**config.mk**
```make
export PLATFORM = sky130hd
export DESIGN_NAME = heading_pi_differential_drive
export DESIGN_NICKNAME = d
export VERILOG_FILES = /design/src/rtl/hpd_pkg.sv /design/src/rtl/hpd_div.sv /design/src/rtl/hpd_dpath.sv /design/src/rtl/hpd_ctrl.sv /design/src/rtl/heading_pi_differential_drive.sv
export VERILOG_INCLUDE_DIRS = /design/src /design/src/rtl
export SDC_FILE = /design/constraint.sdc
export NUM_CORES = 2
export LEC_CHECK = 0
export BUFFER_PORTS_ARGS = -buffer_cell sky130_fd_sc_hd__buf_4
export CORE_ASPECT_RATIO = 1.2
export CORE_UTILIZATION = 70
export CTS_CLUSTER_SIZE = 8
export DETAILED_ROUTE_END_ITERATION = 10
export GPL_TIMING_DRIVEN = 0
export PLACE_DENSITY = 0.87
export SKIP_CTS_REPAIR_TIMING = 1
export SKIP_LAST_GASP = 1
export SLEW_MARGIN = 20
export SYNTH_ARGS = -nofsm -noshare
export SYNTH_HDL_FRONTEND = slang
export SYNTH_SLANG_ARGS = --single-unit
```
**constraint.sdc**
```tcl
create_clock -name i_clk -period 23.5 [get_ports i_clk]
set_clock_uncertainty 0.05 [all_clocks]
set_input_delay 3.525 -clock i_clk [delete_from_list [all_inputs] [get_ports i_clk]]
set_output_delay 3.525 -clock i_clk [all_outputs]
set_load 0.01 [all_outputs]
```
**src/rtl/heading_pi_differential_drive_macros.svh**
```systemverilog
// ----------------------------------------------------------------------------
// Assertion macros for the heading PI drive controller
// Shared concurrent-check helpers, clocked on the rising edge and idle in reset.
// ----------------------------------------------------------------------------
`ifndef HEADING_PI_DIFFERENTIAL_DRIVE_MACROS_SVH
`define HEADING_PI_DIFFERENTIAL_DRIVE_MACROS_SVH

// same-cycle implication
`define HPD_ASSERT_IMP(lbl, clk, rst_n, ante, cons, msg) \
    lbl: assert property (@(posedge clk) disable iff (!rst_n) (ante) |-> (cons)) else $error(msg);

// next-cycle implication
`define HPD_ASSERT_NXT(lbl, clk, rst_n, ante, cons, msg) \
    lbl: assert property (@(posedge clk) disable iff (!rst_n) (ante) |=> (cons)) else $error(msg);

`endif

```
**src/rtl/hpd_pkg.sv**
```systemverilog
// ----------------------------------------------------------------------------
// hpd_pkg
// Widths, codes and controller/datapath interface types of the heading PI
// drive controller.
// ----------------------------------------------------------------------------
package hpd_pkg;

    localparam int PWM_FULL_SCALE = 100;
    localparam int DUTY_W   = 7;
    localparam int HDG_W    = 9;
    localparam int SPD_W    = 11;
    localparam int DT_W     = 16;
    localparam int GAIN_W   = 16;
    localparam int FS_W     = 10;
    localparam int ERR_W    = 10;
    localparam int INTEG_W  = 18;
    localparam int EDT_W    = 27;
    localparam int CAND_W   = 28;
    localparam int PK_W     = 26;
    localparam int PI_W     = 34;
    localparam int P_W      = 36;
    localparam int FRAC_SH  = 18;
    localparam int KP_SH    = 10;
    localparam int PLO_W    = 28;
    localparam int PHI_W    = 29;
    localparam int BASE_W   = 18;
    localparam int NUM_W    = 48;
    localparam int MAG_W    = 27;
    localparam int DIV_W    = 34;
    localparam int DVS_W    = 27;
    localparam int CNT_W    = 6;

    localparam int S_TDATA_W  = 40;
    localparam int M_TDATA_W  = 24;
    localparam int CFG_IDX_W  = 3;
    localparam int CFG_DATA_W = 16;

    // motion modes
    localparam logic [1:0] MODE_STOP  = 2'd0;
    localparam logic [1:0] MODE_TURN  = 2'd1;
    localparam logic [1:0] MODE_DRIVE = 2'd2;

    // register indexes
    localparam logic [CFG_IDX_W-1:0] CFG_KP_TURN    = 3'd0;
    localparam logic [CFG_IDX_W-1:0] CFG_KI_TURN    = 3'd1;
    localparam logic [CFG_IDX_W-1:0] CFG_DRV_KP     = 3'd2;
    localparam logic [CFG_IDX_W-1:0] CFG_DRV_KI     = 3'd3;
    localparam logic [CFG_IDX_W-1:0] CFG_INT_LIMIT  = 3'd4;
    localparam logic [CFG_IDX_W-1:0] CFG_FULL_SPEED = 3'd5;

    // datapath operations
    typedef logic [3:0] t_op;
    localparam t_op OP_NONE     = 4'd0;
    localparam t_op OP_CAPTURE  = 4'd1;
    localparam t_op OP_ERR      = 4'd2;
    localparam t_op OP_MUL1     = 4'd3;
    localparam t_op OP_INTEG    = 4'd4;
    localparam t_op OP_MUL2     = 4'd5;
    localparam t_op OP_PSUM     = 4'd6;
    localparam t_op OP_TURN     = 4'd7;
    localparam t_op OP_PROD     = 4'd8;
    localparam t_op OP_NUM      = 4'd9;
    localparam t_op OP_DIV_GO   = 4'd10;
    localparam t_op OP_DIV_WAIT = 4'd11;
    localparam t_op OP_DRIVE    = 4'd12;
    localparam t_op OP_STOP     = 4'd13;
    localparam t_op OP_EMIT     = 4'd14;

    // divider job select
    typedef logic [1:0] t_dsel;
    localparam t_dsel DSEL_R = 2'd0;
    localparam t_dsel DSEL_L = 2'd1;
    localparam t_dsel DSEL_S = 2'd2;

    typedef struct packed {
        t_op   op;
        t_dsel dsel;
    } t_cmd;

    typedef struct packed {
        logic       is_cmd;
        logic [1:0] run_mode;
        logic       div_busy;
        logic       sat_needed;
    } t_sts;

endpackage

```
**src/rtl/hpd_div.sv**
```systemverilog
// ----------------------------------------------------------------------------
// hpd_div
// Restoring unsigned divider, one quotient bit per cycle.
// ----------------------------------------------------------------------------
module hpd_div (
    input  logic                       i_clk,
    input  logic                       i_rst_n,
    input  logic                       i_start,
    input  logic [hpd_pkg::DIV_W-1:0]  i_dividend,
    input  logic [hpd_pkg::DVS_W-1:0]  i_divisor,
    output logic                       o_busy,
    output logic [hpd_pkg::DIV_W-1:0]  o_quot
);
    import hpd_pkg::*;

    logic             r_busy;
    logic [CNT_W-1:0] r_cnt;
    logic [DIV_W-1:0] r_q;
    logic [DVS_W-1:0] r_rem;
    logic [DVS_W-1:0] r_dvs;
    logic [DVS_W:0]   w_sh;
    logic [DVS_W:0]   w_sub;
    logic             w_ge;

    // partial remainder with next dividend bit
    assign w_sh  = {r_rem, r_q[DIV_W-1]};
    assign w_ge  = (w_sh >= {1'b0, r_dvs});
    assign w_sub = w_sh - {1'b0, r_dvs};

    // iteration control
    always_ff @(posedge i_clk) begin
        if (!i_rst_n) begin
            r_busy <= 1'b0;
            r_cnt  <= '0;
        end else if (i_start) begin
            r_busy <= 1'b1;
            r_cnt  <= CNT_W'(DIV_W);
        end else if (r_busy) begin
            r_cnt <= r_cnt - CNT_W'(1);
            if (r_cnt == CNT_W'(1)) begin
                r_busy <= 1'b0;
            end
        end
    end

    // quotient and remainder shift
    always_ff @(posedge i_clk) begin
        if (i_start) begin
            r_q   <= i_dividend;
            r_rem <= '0;
            r_dvs <= i_divisor;
        end else if (r_busy) begin
            r_q   <= {r_q[DIV_W-2:0], w_ge};
            r_rem <= w_ge ? w_sub[DVS_W-1:0] : w_sh[DVS_W-1:0];
        end
    end

    assign o_busy = r_busy;
    assign o_quot = r_q;

endmodule

```
**src/rtl/hpd_dpath.sv**
```systemverilog
// ----------------------------------------------------------------------------
// hpd_dpath
// Datapath: configuration, heading error, PI integrators, drive mix with
// saturation, turn duty and the output register.
// ----------------------------------------------------------------------------
module hpd_dpath (
    input  logic                            i_clk,
    input  logic                            i_rst_n,
    input  hpd_pkg::t_cmd                   i_cmd,
    output hpd_pkg::t_sts                   o_sts,
    input  logic [hpd_pkg::S_TDATA_W-1:0]   i_s_tdata,
    input  logic                            i_s_tuser,
    input  logic                            i_cfg_valid,
    input  logic [hpd_pkg::CFG_IDX_W-1:0]   i_cfg_index,
    input  logic [hpd_pkg::CFG_DATA_W-1:0]  i_cfg_data,
    output logic [hpd_pkg::M_TDATA_W-1:0]   o_m_tdata
);
    import hpd_pkg::*;

    localparam logic [DUTY_W-1:0] FULL_DUTY = DUTY_W'(PWM_FULL_SCALE);

    // configuration
    logic signed [GAIN_W-1:0] r_kp_turn, r_ki_turn, r_drv_kp, r_drv_ki;
    logic [GAIN_W-1:0]        r_limit;
    logic [FS_W-1:0]          r_fs;

    // controller state
    logic [1:0]               r_mode;
    logic [HDG_W-1:0]         r_goal;
    logic signed [SPD_W-1:0]  r_speed;
    logic [HDG_W-1:0]         r_latest;
    logic signed [INTEG_W-1:0] r_iturn, r_idrive;
    logic [1:0]               r_dirs;
    logic                     r_is_cmd;

    // working registers
    logic [HDG_W-1:0]         r_meas;
    logic [DT_W-1:0]          r_dt;
    logic signed [ERR_W-1:0]  r_err;
    logic signed [EDT_W-1:0]  r_edt;
    logic signed [PK_W-1:0]   r_pk;
    logic signed [PI_W-1:0]   r_pi;
    logic signed [P_W-1:0]    r_p;
    logic [PLO_W-1:0]         r_pplo;
    logic signed [PHI_W-1:0]  r_pphi;
    logic signed [BASE_W-1:0] r_base;
    logic [MAG_W-1:0]         r_rnum, r_lnum, r_rmag, r_lmag;
    logic                     r_rneg, r_lneg;
    logic [DUTY_W-1:0]        r_mq;
    logic [DUTY_W-1:0]        r_st_l, r_st_r;
    logic [1:0]               r_st_dirs;
    logic                     r_st_stop;
    logic [DUTY_W-1:0]        r_out_l, r_out_r;
    logic [1:0]               r_out_dirs;
    logic                     r_out_chg;

    // input fields
    logic                     w_func;
    logic [1:0]               w_in_mode;
    logic [HDG_W-1:0]         w_in_hdg;
    logic signed [SPD_W-1:0]  w_in_spd;
    logic [DT_W-1:0]          w_in_dt;

    logic [FS_W-1:0]          w_fs;
    logic                     w_turn;
    logic signed [ERR_W-1:0]  w_diff, w_err;
    logic signed [GAIN_W-1:0] w_kp, w_ki;
    logic signed [INTEG_W-1:0] w_integ;
    logic signed [CAND_W-1:0] w_cand;
    logic [CAND_W-1:0]        w_cand_abs;
    logic                     w_integ_ok;
    logic [P_W-1:0]           w_pabs;
    logic [FRAC_SH-1:0]       w_tq;
    logic [DUTY_W-1:0]        w_tduty;
    logic signed [NUM_W-1:0]  w_pf, w_bsh, w_nr, w_nl;
    logic [NUM_W-1:0]         w_nr_abs, w_nl_abs;
    logic                     w_r_ge_l;
    logic [MAG_W-1:0]         w_big, w_small;
    logic                     w_sat;
    logic                     w_div_start, w_div_busy;
    logic [DIV_W-1:0]         w_dividend, w_quot;
    logic [DVS_W-1:0]         w_divisor;
    logic [DUTY_W-1:0]        w_dl, w_dr;

    assign w_func    = i_s_tuser;
    assign w_in_mode = i_s_tdata[1:0];
    assign w_in_hdg  = i_s_tdata[10:2];
    assign w_in_spd  = $signed(i_s_tdata[21:11]);
    assign w_in_dt   = i_s_tdata[37:22];

    assign w_fs   = (r_fs == '0) ? FS_W'(1) : r_fs;
    assign w_turn = (r_mode == MODE_TURN);
    assign w_kp   = w_turn ? r_kp_turn : r_drv_kp;
    assign w_ki   = w_turn ? r_ki_turn : r_drv_ki;
    assign w_integ = w_turn ? r_iturn : r_idrive;

    // heading error, wrapped once
    always_comb begin
        w_diff = $signed({1'b0, r_goal}) - $signed({1'b0, r_meas});
        if (w_diff > ERR_W'(180)) begin
            w_err = w_diff - ERR_W'(360);
        end else if (w_diff < -ERR_W'(180)) begin
            w_err = w_diff + ERR_W'(360);
        end else begin
            w_err = w_diff;
        end
    end

    // conditional integrator step
    assign w_cand     = CAND_W'(w_integ) + CAND_W'(r_edt);
    assign w_cand_abs = w_cand[CAND_W-1] ? CAND_W'(-w_cand) : CAND_W'(w_cand);
    assign w_integ_ok = (w_cand_abs <= CAND_W'(r_limit));

    // turn duty
    assign w_pabs  = r_p[P_W-1] ? P_W'(-r_p) : P_W'(r_p);
    assign w_tq    = w_pabs[P_W-1:FRAC_SH];
    assign w_tduty = (w_tq > FRAC_SH'(PWM_FULL_SCALE)) ? FULL_DUTY : w_tq[DUTY_W-1:0];

    // drive numerators
    assign w_pf  = (NUM_W'(r_pphi) <<< FRAC_SH) + NUM_W'($signed({1'b0, r_pplo}));
    assign w_bsh = NUM_W'(r_base) <<< FRAC_SH;
    assign w_nr  = w_bsh + w_pf;
    assign w_nl  = w_bsh - w_pf;
    assign w_nr_abs = w_nr[NUM_W-1] ? NUM_W'(-w_nr) : NUM_W'(w_nr);
    assign w_nl_abs = w_nl[NUM_W-1] ? NUM_W'(-w_nl) : NUM_W'(w_nl);

    // saturation compare
    assign w_r_ge_l = (r_rmag >= r_lmag);
    assign w_big    = w_r_ge_l ? r_rmag : r_lmag;
    assign w_small  = w_r_ge_l ? r_lmag : r_rmag;
    assign w_sat    = (w_big > MAG_W'(PWM_FULL_SCALE));

    // final drive magnitudes
    always_comb begin
        if (!w_sat) begin
            w_dl = r_lmag[DUTY_W-1:0];
            w_dr = r_rmag[DUTY_W-1:0];
        end else if (w_r_ge_l) begin
            w_dl = r_mq;
            w_dr = FULL_DUTY;
        end else begin
            w_dl = FULL_DUTY;
            w_dr = r_mq;
        end
    end

    // divider operands
    always_comb begin
        case (i_cmd.dsel)
            DSEL_R: begin
                w_dividend = DIV_W'(r_rnum);
                w_divisor  = DVS_W'(w_fs);
            end
            DSEL_L: begin
                w_dividend = DIV_W'(r_lnum);
                w_divisor  = DVS_W'(w_fs);
            end
            default: begin
                w_dividend = DIV_W'(w_small) * DIV_W'(PWM_FULL_SCALE);
                w_divisor  = DVS_W'(w_big);
            end
        endcase
    end

    assign w_div_start = (i_cmd.op == OP_DIV_GO);

    hpd_div u_div (
        .i_clk      (i_clk),
        .i_rst_n    (i_rst_n),
        .i_start    (w_div_start),
        .i_dividend (w_dividend),
        .i_divisor  (w_divisor),
        .o_busy     (w_div_busy),
        .o_quot     (w_quot)
    );

    // configuration and controller state
    always_ff @(posedge i_clk) begin
        if (!i_rst_n) begin
            r_kp_turn  <= '0;
            r_ki_turn  <= '0;
            r_drv_kp   <= '0;
            r_drv_ki   <= '0;
            r_limit    <= GAIN_W'(5120);
            r_fs       <= FS_W'(400);
            r_mode     <= MODE_STOP;
            r_goal     <= '0;
            r_speed    <= '0;
            r_latest   <= HDG_W'(90);
            r_iturn    <= '0;
            r_idrive   <= '0;
            r_dirs     <= '0;
            r_is_cmd   <= 1'b0;
        end else begin
            if (i_cfg_valid) begin
                case (i_cfg_index)
                    CFG_KP_TURN:    r_kp_turn  <= $signed(i_cfg_data);
                    CFG_KI_TURN:    r_ki_turn  <= $signed(i_cfg_data);
                    CFG_DRV_KP:     r_drv_kp   <= $signed(i_cfg_data);
                    CFG_DRV_KI:     r_drv_ki   <= $signed(i_cfg_data);
                    CFG_INT_LIMIT:  r_limit    <= i_cfg_data;
                    CFG_FULL_SPEED: r_fs       <= i_cfg_data[FS_W-1:0];
                    default: ;
                endcase
            end
            if (i_cmd.op == OP_CAPTURE) begin
                r_is_cmd <= !w_func;
                if (!w_func) begin
                    r_mode  <= (w_in_mode == MODE_TURN || w_in_mode == MODE_DRIVE)
                               ? w_in_mode : MODE_STOP;
                    r_goal  <= w_in_hdg;
                    r_speed <= w_in_spd;
                end else begin
                    r_latest <= w_in_hdg;
                end
            end
            if (i_cmd.op == OP_INTEG && w_integ_ok) begin
                if (w_turn) begin
                    r_iturn <= w_cand[INTEG_W-1:0];
                end else begin
                    r_idrive <= w_cand[INTEG_W-1:0];
                end
            end
            if (i_cmd.op == OP_EMIT && !r_st_stop) begin
                r_dirs <= r_st_dirs;
            end
        end
    end

    // working registers, stepped by the controller
    always_ff @(posedge i_clk) begin
        case (i_cmd.op)
            OP_CAPTURE: begin
                r_meas <= w_func ? w_in_hdg : r_latest;
                r_dt   <= w_func ? w_in_dt : '0;
            end
            OP_ERR: r_err <= w_err;
            OP_MUL1: begin
                r_edt <= EDT_W'(r_err) * EDT_W'($signed({1'b0, r_dt}));
                r_pk  <= PK_W'(r_err) * PK_W'(w_kp);
            end
            OP_MUL2: r_pi <= PI_W'(w_integ) * PI_W'(w_ki);
            OP_PSUM: r_p  <= (P_W'(r_pk) <<< KP_SH) + P_W'(r_pi);
            OP_TURN: begin
                r_st_l    <= w_tduty;
                r_st_r    <= w_tduty;
                r_st_dirs <= r_err[ERR_W-1] ? 2'b10 : 2'b01;
                r_st_stop <= 1'b0;
            end
            OP_PROD: begin
                r_pplo <= PLO_W'(r_p[FRAC_SH-1:0]) * PLO_W'(w_fs);
                r_pphi <= PHI_W'($signed(r_p[P_W-1:FRAC_SH]))
                          * PHI_W'($signed({1'b0, w_fs}));
                r_base <= BASE_W'(r_speed) * BASE_W'(PWM_FULL_SCALE);
            end
            OP_NUM: begin
                r_rnum <= w_nr_abs[FRAC_SH+MAG_W-1:FRAC_SH];
                r_lnum <= w_nl_abs[FRAC_SH+MAG_W-1:FRAC_SH];
                r_rneg <= w_nr[NUM_W-1];
                r_lneg <= w_nl[NUM_W-1];
            end
            OP_DIV_WAIT: begin
                if (!w_div_busy) begin
                    case (i_cmd.dsel)
                        DSEL_R:  r_rmag <= w_quot[MAG_W-1:0];
                        DSEL_L:  r_lmag <= w_quot[MAG_W-1:0];
                        default: r_mq   <= w_quot[DUTY_W-1:0];
                    endcase
                end
            end
            OP_DRIVE: begin
                r_st_l    <= w_dl;
                r_st_r    <= w_dr;
                r_st_dirs <= {r_rneg && (w_dr != '0), r_lneg && (w_dl != '0)};
                r_st_stop <= 1'b0;
            end
            OP_STOP: begin
                r_st_l    <= '0;
                r_st_r    <= '0;
                r_st_stop <= 1'b1;
            end
            OP_EMIT: begin
                r_out_l    <= r_st_l;
                r_out_r    <= r_st_r;
                r_out_dirs <= r_st_stop ? r_dirs : r_st_dirs;
                r_out_chg  <= !r_st_stop && (r_st_dirs != r_dirs);
            end
            default: ;
        endcase
    end

    assign o_sts.is_cmd     = r_is_cmd;
    assign o_sts.run_mode   = r_mode;
    assign o_sts.div_busy   = w_div_busy;
    assign o_sts.sat_needed = w_sat;

    // left[6:0], right[13:7], left_rev[14], right_rev[15], changed[16]
    assign o_m_tdata = {7'b0, r_out_chg, r_out_dirs[1], r_out_dirs[0], r_out_r, r_out_l};

endmodule

```
**src/rtl/hpd_ctrl.sv**
```systemverilog
// ----------------------------------------------------------------------------
// hpd_ctrl
// Sequencer: steps the datapath through one item and owns the handshakes.
// ----------------------------------------------------------------------------
`include "heading_pi_differential_drive_macros.svh"

module hpd_ctrl (
    input  logic           i_clk,
    input  logic           i_rst_n,
    input  logic           i_s_tvalid,
    output logic           o_s_tready,
    input  logic           i_m_tready,
    output logic           o_m_tvalid,
    output hpd_pkg::t_cmd  o_cmd,
    input  hpd_pkg::t_sts  i_sts
);
    import hpd_pkg::*;

    localparam logic [4:0] ST_IDLE      = 5'd0;
    localparam logic [4:0] ST_DECIDE    = 5'd1;
    localparam logic [4:0] ST_ERR       = 5'd2;
    localparam logic [4:0] ST_MUL1      = 5'd3;
    localparam logic [4:0] ST_INTEG     = 5'd4;
    localparam logic [4:0] ST_MUL2      = 5'd5;
    localparam logic [4:0] ST_PSUM      = 5'd6;
    localparam logic [4:0] ST_TURN      = 5'd7;
    localparam logic [4:0] ST_PROD      = 5'd8;
    localparam logic [4:0] ST_NUM       = 5'd9;
    localparam logic [4:0] ST_DIVR_GO   = 5'd10;
    localparam logic [4:0] ST_DIVR_WAIT = 5'd11;
    localparam logic [4:0] ST_DIVL_GO   = 5'd12;
    localparam logic [4:0] ST_DIVL_WAIT = 5'd13;
    localparam logic [4:0] ST_SATCHK    = 5'd14;
    localparam logic [4:0] ST_DIVS_GO   = 5'd15;
    localparam logic [4:0] ST_DIVS_WAIT = 5'd16;
    localparam logic [4:0] ST_DRIVE     = 5'd17;
    localparam logic [4:0] ST_STOP      = 5'd18;
    localparam logic [4:0] ST_EMIT      = 5'd19;

    logic [4:0] r_state, n_state;
    logic       r_out_valid, n_out_valid;
    logic       w_slot_free;

    assign w_slot_free = !r_out_valid || i_m_tready;

    // next state and datapath command
    always_comb begin
        n_state     = r_state;
        n_out_valid = r_out_valid && !i_m_tready;
        o_cmd.op    = OP_NONE;
        o_cmd.dsel  = DSEL_R;
        unique case (r_state)
            ST_IDLE: begin
                if (i_s_tvalid) begin
                    o_cmd.op = OP_CAPTURE;
                    n_state  = ST_DECIDE;
                end
            end
            ST_DECIDE: begin
                if (i_sts.run_mode == MODE_TURN || i_sts.run_mode == MODE_DRIVE) begin
                    n_state = ST_ERR;
                end else if (i_sts.is_cmd) begin
                    n_state = ST_STOP;
                end else begin
                    n_state = ST_IDLE;
                end
            end
            ST_ERR: begin
                o_cmd.op = OP_ERR;
                n_state  = ST_MUL1;
            end
            ST_MUL1: begin
                o_cmd.op = OP_MUL1;
                n_state  = ST_INTEG;
            end
            ST_INTEG: begin
                o_cmd.op = OP_INTEG;
                n_state  = ST_MUL2;
            end
            ST_MUL2: begin
                o_cmd.op = OP_MUL2;
                n_state  = ST_PSUM;
            end
            ST_PSUM: begin
                o_cmd.op = OP_PSUM;
                n_state  = (i_sts.run_mode == MODE_TURN) ? ST_TURN : ST_PROD;
            end
            ST_TURN: begin
                o_cmd.op = OP_TURN;
                n_state  = ST_EMIT;
            end
            ST_PROD: begin
                o_cmd.op = OP_PROD;
                n_state  = ST_NUM;
            end
            ST_NUM: begin
                o_cmd.op = OP_NUM;
                n_state  = ST_DIVR_GO;
            end
            ST_DIVR_GO: begin
                o_cmd.op = OP_DIV_GO;
                n_state  = ST_DIVR_WAIT;
            end
            ST_DIVR_WAIT: begin
                o_cmd.op = OP_DIV_WAIT;
                if (!i_sts.div_busy) begin
                    n_state = ST_DIVL_GO;
                end
            end
            ST_DIVL_GO: begin
                o_cmd.op   = OP_DIV_GO;
                o_cmd.dsel = DSEL_L;
                n_state    = ST_DIVL_WAIT;
            end
            ST_DIVL_WAIT: begin
                o_cmd.op   = OP_DIV_WAIT;
                o_cmd.dsel = DSEL_L;
                if (!i_sts.div_busy) begin
                    n_state = ST_SATCHK;
                end
            end
            ST_SATCHK: begin
                n_state = i_sts.sat_needed ? ST_DIVS_GO : ST_DRIVE;
            end
            ST_DIVS_GO: begin
                o_cmd.op   = OP_DIV_GO;
                o_cmd.dsel = DSEL_S;
                n_state    = ST_DIVS_WAIT;
            end
            ST_DIVS_WAIT: begin
                o_cmd.op   = OP_DIV_WAIT;
                o_cmd.dsel = DSEL_S;
                if (!i_sts.div_busy) begin
                    n_state = ST_DRIVE;
                end
            end
            ST_DRIVE: begin
                o_cmd.op = OP_DRIVE;
                n_state  = ST_EMIT;
            end
            ST_STOP: begin
                o_cmd.op = OP_STOP;
                n_state  = ST_EMIT;
            end
            ST_EMIT: begin
                if (w_slot_free) begin
                    o_cmd.op    = OP_EMIT;
                    n_out_valid = 1'b1;
                    n_state     = ST_IDLE;
                end
            end
            default: n_state = ST_IDLE;
        endcase
    end

    always_ff @(posedge i_clk) begin
        if (!i_rst_n) begin
            r_state     <= ST_IDLE;
            r_out_valid <= 1'b0;
        end else begin
            r_state     <= n_state;
            r_out_valid <= n_out_valid;
        end
    end

    assign o_s_tready = (r_state == ST_IDLE);
    assign o_m_tvalid = r_out_valid;

    // checks
    `HPD_ASSERT_IMP(a_idle_div_quiet, i_clk, i_rst_n, r_state == ST_IDLE, !i_sts.div_busy, "divider busy while accepting")
    `HPD_ASSERT_IMP(a_emit_slot_free, i_clk, i_rst_n, o_cmd.op == OP_EMIT, w_slot_free, "result overwrites pending transfer")
    `HPD_ASSERT_NXT(a_div_starts, i_clk, i_rst_n, o_cmd.op == OP_DIV_GO, i_sts.div_busy, "divider did not start")
    `HPD_ASSERT_NXT(a_emit_valid, i_clk, i_rst_n, o_cmd.op == OP_EMIT, o_m_tvalid, "emitted result not presented")

endmodule

```
**src/rtl/heading_pi_differential_drive.sv**
```systemverilog
// ----------------------------------------------------------------------------
// heading_pi_differential_drive
// Heading PI controller for a differential-drive base, top level.
// ----------------------------------------------------------------------------
// Usage:
//   Input stream (i_s_*): one item per transfer. tuser is func (0 command,
//   1 heading sample). Commands set mode, goal heading and speed; samples
//   update the measured heading and step the active PI loop.
//   Output stream (o_m_*): at most one result per input item, the left and
//   right duty, reverse flags and a direction-changed event.
//   Config channel (i_cfg_*): register writes, always ready; write only
//   while the block is idle.
//   Timing: one item at a time. A stop command and a turn update each give
//   one result; a drive update runs the serial divider twice, or three
//   times when one wheel saturates. A sample in stop mode gives no result.
//   A finished result sits in the output register while the next item is
//   taken; if the receiver stalls, the following result waits for it.
//   Reset: gains 0, integral limit 5120, full speed 400, stop mode, heading
//   90, integrators cleared, both wheels forward, no result pending.
// ----------------------------------------------------------------------------
module heading_pi_differential_drive (
    input  logic                            i_clk,
    input  logic                            i_rst_n,
    input  logic                            i_s_tvalid,
    output logic                            o_s_tready,
    // mode[1:0], heading_deg[10:2], target_speed[21:11], sample_interval[37:22]
    input  logic [hpd_pkg::S_TDATA_W-1:0]   i_s_tdata,
    // func
    input  logic                            i_s_tuser,
    output logic                            o_m_tvalid,
    input  logic                            i_m_tready,
    // left_duty[6:0], right_duty[13:7], left_reverse[14], right_reverse[15],
    // direction_changed[16]
    output logic [hpd_pkg::M_TDATA_W-1:0]   o_m_tdata,
    input  logic                            i_cfg_valid,
    output logic                            o_cfg_ready,
    input  logic [hpd_pkg::CFG_IDX_W-1:0]   i_cfg_index,
    input  logic [hpd_pkg::CFG_DATA_W-1:0]  i_cfg_data
);
    import hpd_pkg::*;

    t_cmd w_cmd;
    t_sts w_sts;

    assign o_cfg_ready = 1'b1;

    hpd_ctrl u_ctrl (
        .i_clk      (i_clk),
        .i_rst_n    (i_rst_n),
        .i_s_tvalid (i_s_tvalid),
        .o_s_tready (o_s_tready),
        .i_m_tready (i_m_tready),
        .o_m_tvalid (o_m_tvalid),
        .o_cmd      (w_cmd),
        .i_sts      (w_sts)
    );

    hpd_dpath u_dpath (
        .i_clk       (i_clk),
        .i_rst_n     (i_rst_n),
        .i_cmd       (w_cmd),
        .o_sts       (w_sts),
        .i_s_tdata   (i_s_tdata),
        .i_s_tuser   (i_s_tuser),
        .i_cfg_valid (i_cfg_valid),
        .i_cfg_index (i_cfg_index),
        .i_cfg_data  (i_cfg_data),
        .o_m_tdata   (o_m_tdata)
    );

endmodule

```
## Yosys cells after proc, flatten, opt, wreduce, memory -nomap -nowiden

Cells that the tools add are included.

- Word-level logic and storage cells: 226
- Bits in latches: 0
- Output and inout bits: 27
- Bits in writable memories: 0
- Memories: 0
- ROM bits: 0
- Register bits: 643

- Equal/unequal tests: 50
- Multiplexer cells: 51
- Div/mod/pow operators: 0
- Shift-type cells: 0
- Order comparisons: 7
- $mul: 7
- Add/sub/neg operators: 14
- Bitwise operators: 5
- Reduce and logical (&&, ||, !) cells: 44

Operators by type and width:

| kind | number |
|---|---|
| 45-bit 2-to-1 mux | 2 |
| 45-bit negation | 2 |
| 5-bit one-hot mux with 18 select lines | 1 |
| 27-bit 2-to-1 mux | 3 |
| 34-bit 2-to-1 mux | 2 |
| 34-bit one-hot mux with 2 select lines | 1 |
| 4-bit one-hot mux with 14 select lines | 1 |
| 36-bit by 48-bit adder with 48-bit output | 1 |
| 47-bit by 29-bit adder with 48-bit output | 1 |
| 36-bit by 48-bit subtractor with 48-bit output | 1 |
| 7-bit one-hot mux with 3 select lines | 2 |
| 5-bit by 4-bit equality test with 1-bit output, second input constant | 8 |
| 10-bit 2-to-1 mux | 4 |
| 5-bit 2-to-1 mux | 8 |
| 36-bit by 34-bit adder with 36-bit output | 1 |
| 36-bit 2-to-1 mux | 1 |
| 36-bit negation | 1 |
| 7-bit 2-to-1 mux | 5 |
| 18-bit by 16-bit multiplier with 34-bit output | 1 |
| 27-bit by 5-bit multiplier with 32-bit output, second input constant | 1 |
| 16-bit 2-to-1 mux | 2 |
| 18-bit by 11-bit multiplier with 29-bit output | 1 |
| 18-bit by 27-bit adder with 28-bit output | 1 |
| 4-bit equality test, second input constant | 7 |
| other kinds (58) | 120 |

## Logic depth before layout (Yosys ltp)

- Word-level depth: 8
- Gate-level depth with buffers: 34

## Modules after synthesis

Synthesis repeated with hierarchy kept, for this count alone.

- Cells, all modules: 8027
- Area total of the unflattened synthesis: 74133.6 µm²

Modules (own cells, without submodules):

| module | seq. area each (µm²) | cells an instance | area an instance (µm²) | instances |
|---|---|---|---|---|
| hpd_dpath | 14674.1 | 7416 | 68045.3 | 1 |
| hpd_div | 2512.4 | 502 | 5268.8 | 1 |
| hpd_ctrl | 120.1 | 107 | 808.3 | 1 |
| heading_pi_differential_drive | 0.0 | 2 | 11.3 | 1 |

## Worst setup path before layout

Ideal clock, no wire load.

- Kind: reg2reg
- Start point: register u_ctrl.r_state[4]
- End point: register u_dpath.r_base[10] (enable)
- Buffers on the path: 2
- Slack: 15.053 ns
- Cell stages (with the launch flop): 5
- Arrival: 7.713 ns
- Data required time: 22.766 ns
- Period minus slack after synthesis: 8.447 ns
- Library setup time: 0.684 ns
- Path through: dfxtp_1 -> clkbuf_1 -> clkbuf_1 -> nand2b_1 -> nor4_1

- Cells in the longest elaborated chain, start to end: 4
- Elaborated cells on any way between the ends: 22

RTL lines:

| what | line | text |
|---|---|---|
| from (decl) | hpd_ctrl.sv:40 | `logic [4:0] r_state, n_state;` |
| from (signal assigned) | hpd_ctrl.sv:161 | `r_state <= n_state;` |
| 5-bit by 4-bit equality test with 1-bit output / 5-bit equality test (equally long branches) | hpd_ctrl.sv:52 | `unique case (r_state)` |
| 3-bit OR reduction (no line) | - |  |
| 4-bit one-hot mux with 14 select lines (*) | hpd_ctrl.sv:52 |  |
| 4-bit equality test (*) | hpd_dpath.sv:232 | `case (i_cmd.op)` |
| to (signal assigned) | hpd_dpath.sv:254 | `r_base <= BASE_W'(r_speed) * BASE_W'(PWM_FULL_SCALE);` |
| to (decl) | hpd_dpath.sv:46 | `logic signed [BASE_W-1:0] r_base;` |

Every way passes the cells marked *; elsewhere a longest branch is shown, timed or not.
A chain may end at the register's enable or synchronous reset.

## Final worst setup path

- Start point: register u_dpath.r_mode[1]
- End point: register u_dpath.r_pi[33], data pin

- Cells in the longest elaborated chain, start to end: 3
- Elaborated cells on any way between the ends: 4

RTL lines:

| what | line | text |
|---|---|---|
| from (decl) | hpd_dpath.sv:28 | `logic [1:0] r_mode;` |
| from (signal assigned) | hpd_dpath.sv:209 | `r_mode <= (w_in_mode == MODE_TURN \|\| w_in_mode == MODE_DRIVE)` |
| 2-bit by 1-bit equality test with 1-bit output (*) | hpd_dpath.sv:92 | `assign w_turn = (r_mode == MODE_TURN);` |
| 18-bit 2-to-1 mux / 16-bit 2-to-1 mux (equally long branches) | hpd_dpath.sv:95, hpd_dpath.sv:94 |  |
| 18-bit by 16-bit multiplier with 34-bit output (*) | hpd_dpath.sv:242 | `OP_MUL2: r_pi <= PI_W'(w_integ) * PI_W'(w_ki);` |
| to (signal assigned) | hpd_dpath.sv:242 |  |
| to (decl) | hpd_dpath.sv:42 | `logic signed [PI_W-1:0] r_pi;` |

Marked as above.

==> results.sh <==
export IMPL_post_route_drc_count=0
export IMPL_drt_initial_drc_count=4746
export IMPL_finalNonFillerCells=9659
export IMPL_p_leak_uw=0.0363
export IMPL_grt_pass1_wl_mm=326
export IMPL_timing_setup_tns_ns=0
export IMPL_cts_buffers=91
export IMPL_drive_gt1_share_pct=4.31
export IMPL_async_reset_ff_share_pct=0
export IMPL_hpwl_mm=166
export IMPL_clk_latency_ns=0.69
export IMPL_worstSetupEndpointType="register"
export IMPL_gp_routability_congestion=1.03
export IMPL_yosys_top_cells_area="fa_1 24%, edfxtp_1 18%, ha_1 12%"
export IMPL_crit_required_ns=23.84
export IMPL_synth_edf_count=443
export IMPL_fmax_ghz=0.0967
export IMPL_root_buffer="clkbuf_16"
export IMPL_cts_tree="built"
export IMPL_hold_viol=0
export IMPL_synthDistinctLibCells=90
export IMPL_htreeDepth=3
export IMPL_wl_mm=208
export IMPL_start_util_pct=70.8
export IMPL_status="finished, final reports clean"
export IMPL_drtAntennaViolNets=0
export IMPL_grt_overflow=0
export IMPL_setup_viol=0
export IMPL_fin_crit_sh_pct=44.0
export IMPL_relSlewSlack_pct=14.8
export IMPL_grt_start_max_net_pins=34
export IMPL_drtPass1Iterations=6
export IMPL_multi_input_area_sq_um=49900
export IMPL_path_class="reg2reg"
export IMPL_final_util_pct=76.1
export IMPL_fin_nets=9816
export IMPL_antenna_found_initial=3
export IMPL_min_path_type="reg2reg"
export IMPL_maxCapViolations=0
export IMPL_grt_pass1_vias=61900
export IMPL_fill_cells=6937
export IMPL_cts_sinks=643
export IMPL_place_inst=9495
export IMPL_synth_cells=8002
export IMPL_synth_top_area_share_pct=23.6
export IMPL_holdWs_ns=0.365
export IMPL_dieWidth_um=297
export IMPL_pin_count=92
export IMPL_critPathLaunchType="register"
export IMPL_die_area_sq_um=106000
export IMPL_syn_cell_area_sq_um=73300
export IMPL_core_rowCount=129
export IMPL_grt_usage_pct=39.6
export IMPL_rsz0062_at_grt="no"
export IMPL_cp_max_fo=10
export IMPL_worst_pin_slew_ns=1.24
export IMPL_rrSetupSlack_ns=13.16
export IMPL_finish_instance_area_sq_um=78700
export IMPL_vias=59300
export IMPL_ys_seq_area_share_pct=23.6
export IMPL_yosysTopAreaCell="fa_1"
export IMPL_die_height_um=356
export IMPL_slew_viol_final=0
export IMPL_synth_area_per_cell_sq_um=9.15
export IMPL_fin_crit_ns=10.34
export IMPL_cts_path_max_buffers=3
export IMPL_wl_per_cell_um=21.5
export IMPL_core_area_sq_um=103000
export IMPL_post_dp_cell_area_sq_um=76000
export IMPL_worstPathArrival_ns=10.68
export IMPL_path_clk_slew_ns=0.06
export IMPL_ys_warn_count=0
export IMPL_synth_ff_type="edfxtp_1"
export IMPL_viasPerCell=6.14
export IMPL_final_seq_area_sq_um=17300
export IMPL_irDropWorstVdd_uv=277
export IMPL_synth_seq_cells=643
export IMPL_p_per_area_nw_per_um2=57.1
export IMPL_io_buffers=80
export IMPL_syn_to_final_growth_pct=7.45
[worst max-delay path, stage by stage (launching register included)]
cell and delay, ns:
dfxtp_1 0.30, inv_1 0.05, ha_1 0.15, buf_6 0.20, clkbuf_1 0.76, mux2i_1 1.05
clkinv_1 0.80, nand2_1 0.30, fa_1 0.45, fa_1 0.48, fa_1 0.45, fa_1 0.55
inv_1 0.05, fa_1 0.48, inv_1 0.06, fa_1 0.54, inv_1 0.05, ha_1 0.38
nand4_1 0.12, o31ai_1 0.64, o21ai_0 0.34, o2111ai_1 0.38, a31oi_1 0.19, a211oi_1 0.37
a21o_1 0.18, a21oi_1 0.08, xnor2_1 0.55
[synthesized netlist by cell type (all sizes together) (11+ instances only)]
cell type	count
mux2i	120
or3	32
inv	1301
nor2b	60
ha	674
xnor2	275
o21bai	54
o31a	11
o211ai	22
clkbuf	268
a21o	96
a21boi	21
nand3b	17
dfxtp	200
o21a	43
and3	38
nor3	99
o31ai	30
nor4	40
nand2b	68
nor3b	18
edfxtp	443
nand3	96
buf	38
nand2	988
or4	14
xor2	132
or2	37
a211oi	35
mux2	40
fa	863
nand4	31
a31oi	50
o21ai	256
and4	11
nor2	469
a21oi	492
and2	359
[metal layers]
layer	track usage, %	part of all wire (%)	vias to the layer above
met1	41.9	33	28600
met4	33.5	10	4
met3	8.17	8.7	1059
li1	-	-	26500
met2	67.9	48	3204
met5	0	0.012	-
[cell families (layout without fill, tap and decap cells)]
| kind of cell | after synthesis | in the layout | share of synthesized area [%] |
|---|---|---|---|
| AOI/OAI and AO/OA | 1239 | 1239 | 10.4 |
| xor gates and xnor gates | 407 | 407 | 4.87 |
| adders and majority gates | 1537 | 1537 | 35.1 |
| buffers and inverters | 1616 | 1889 | 8.37 |
| DFF | 643 | 643 | 23.6 |
| muxes | 160 | 160 | 2.25 |
| other | 2 | 11 | 0.0103 |
| and+or+nand+nor | 2398 | 2398 | 15.4 |
[metrics by stage]
stage	setup WS (ns)	total power (uW)
after global routing	13.11	4730
after global placement	12.04	3110
after detailed placement	13.52	3190
after CTS	13.49	4470
final	13.16	4490
after floorplan	15.05	2680
[flip-flops by register name (all words and copies together), names as in the netlist, 28 cells and up]
signal / flops
u_dpath.r_pphi: 29
u_dpath.r_p: 36
u_dpath.r_pplo: 28
u_dpath.r_pi: 34
u_dpath.u_div.o_quot: 34
[area by class of cell]
type	instances	share of cell area, %
well taps	1375	2.19
inverters	1310	6.25
plain buffers	306	1.55
flip-flops and latches	643	22.0
clock buffers	151	3.20
diodes	3	0.00954
clock inverters	9	0.200
multi-input cells	5749	63.4
repair buffers	113	1.18
[report_power, final]
group | leakage (uW) | switching (uW) | internal [uW]
Sequential | 0.00563 | 25.9 | 1320
Clock | 0.00127 | 541 | 731
Combinational | 0.0294 | 1130 | 744
Total | 0.0363 | 1700 | 2790
[cells in the final DEF, fill, tap and decap left out, types with 99 or more instances in the layout]
| cell type | instances |
|---|---|
| nand2_1 | 987 |
| o21ai_0 | 247 |
| nor2_1 | 464 |
| clkbuf_1 | 323 |
| fa_1 | 863 |
| ha_1 | 674 |
| inv_1 | 1299 |
| xor2_1 | 132 |
| buf_4 | 99 |
| a21oi_1 | 490 |
| and2_1 | 359 |
| dfxtp_1 | 200 |
| xnor2_1 | 275 |
| edfxtp_1 | 443 |
| mux2i_1 | 112 |
[final timing paths]
check                                  startpoint            endpoint  cells past startpoint
worst min-delay path            u_dpath.r_st_r[1]  u_dpath.r_out_r[1]                      0
worst max register to register  u_dpath.r_mode[1]    u_dpath.r_pi[33]                     26
worst min register to register  u_dpath.r_st_r[1]  u_dpath.r_out_r[1]                      0
worst max-delay path            u_dpath.r_mode[1]    u_dpath.r_pi[33]                     26
Power figures use the tool's default switching activity.
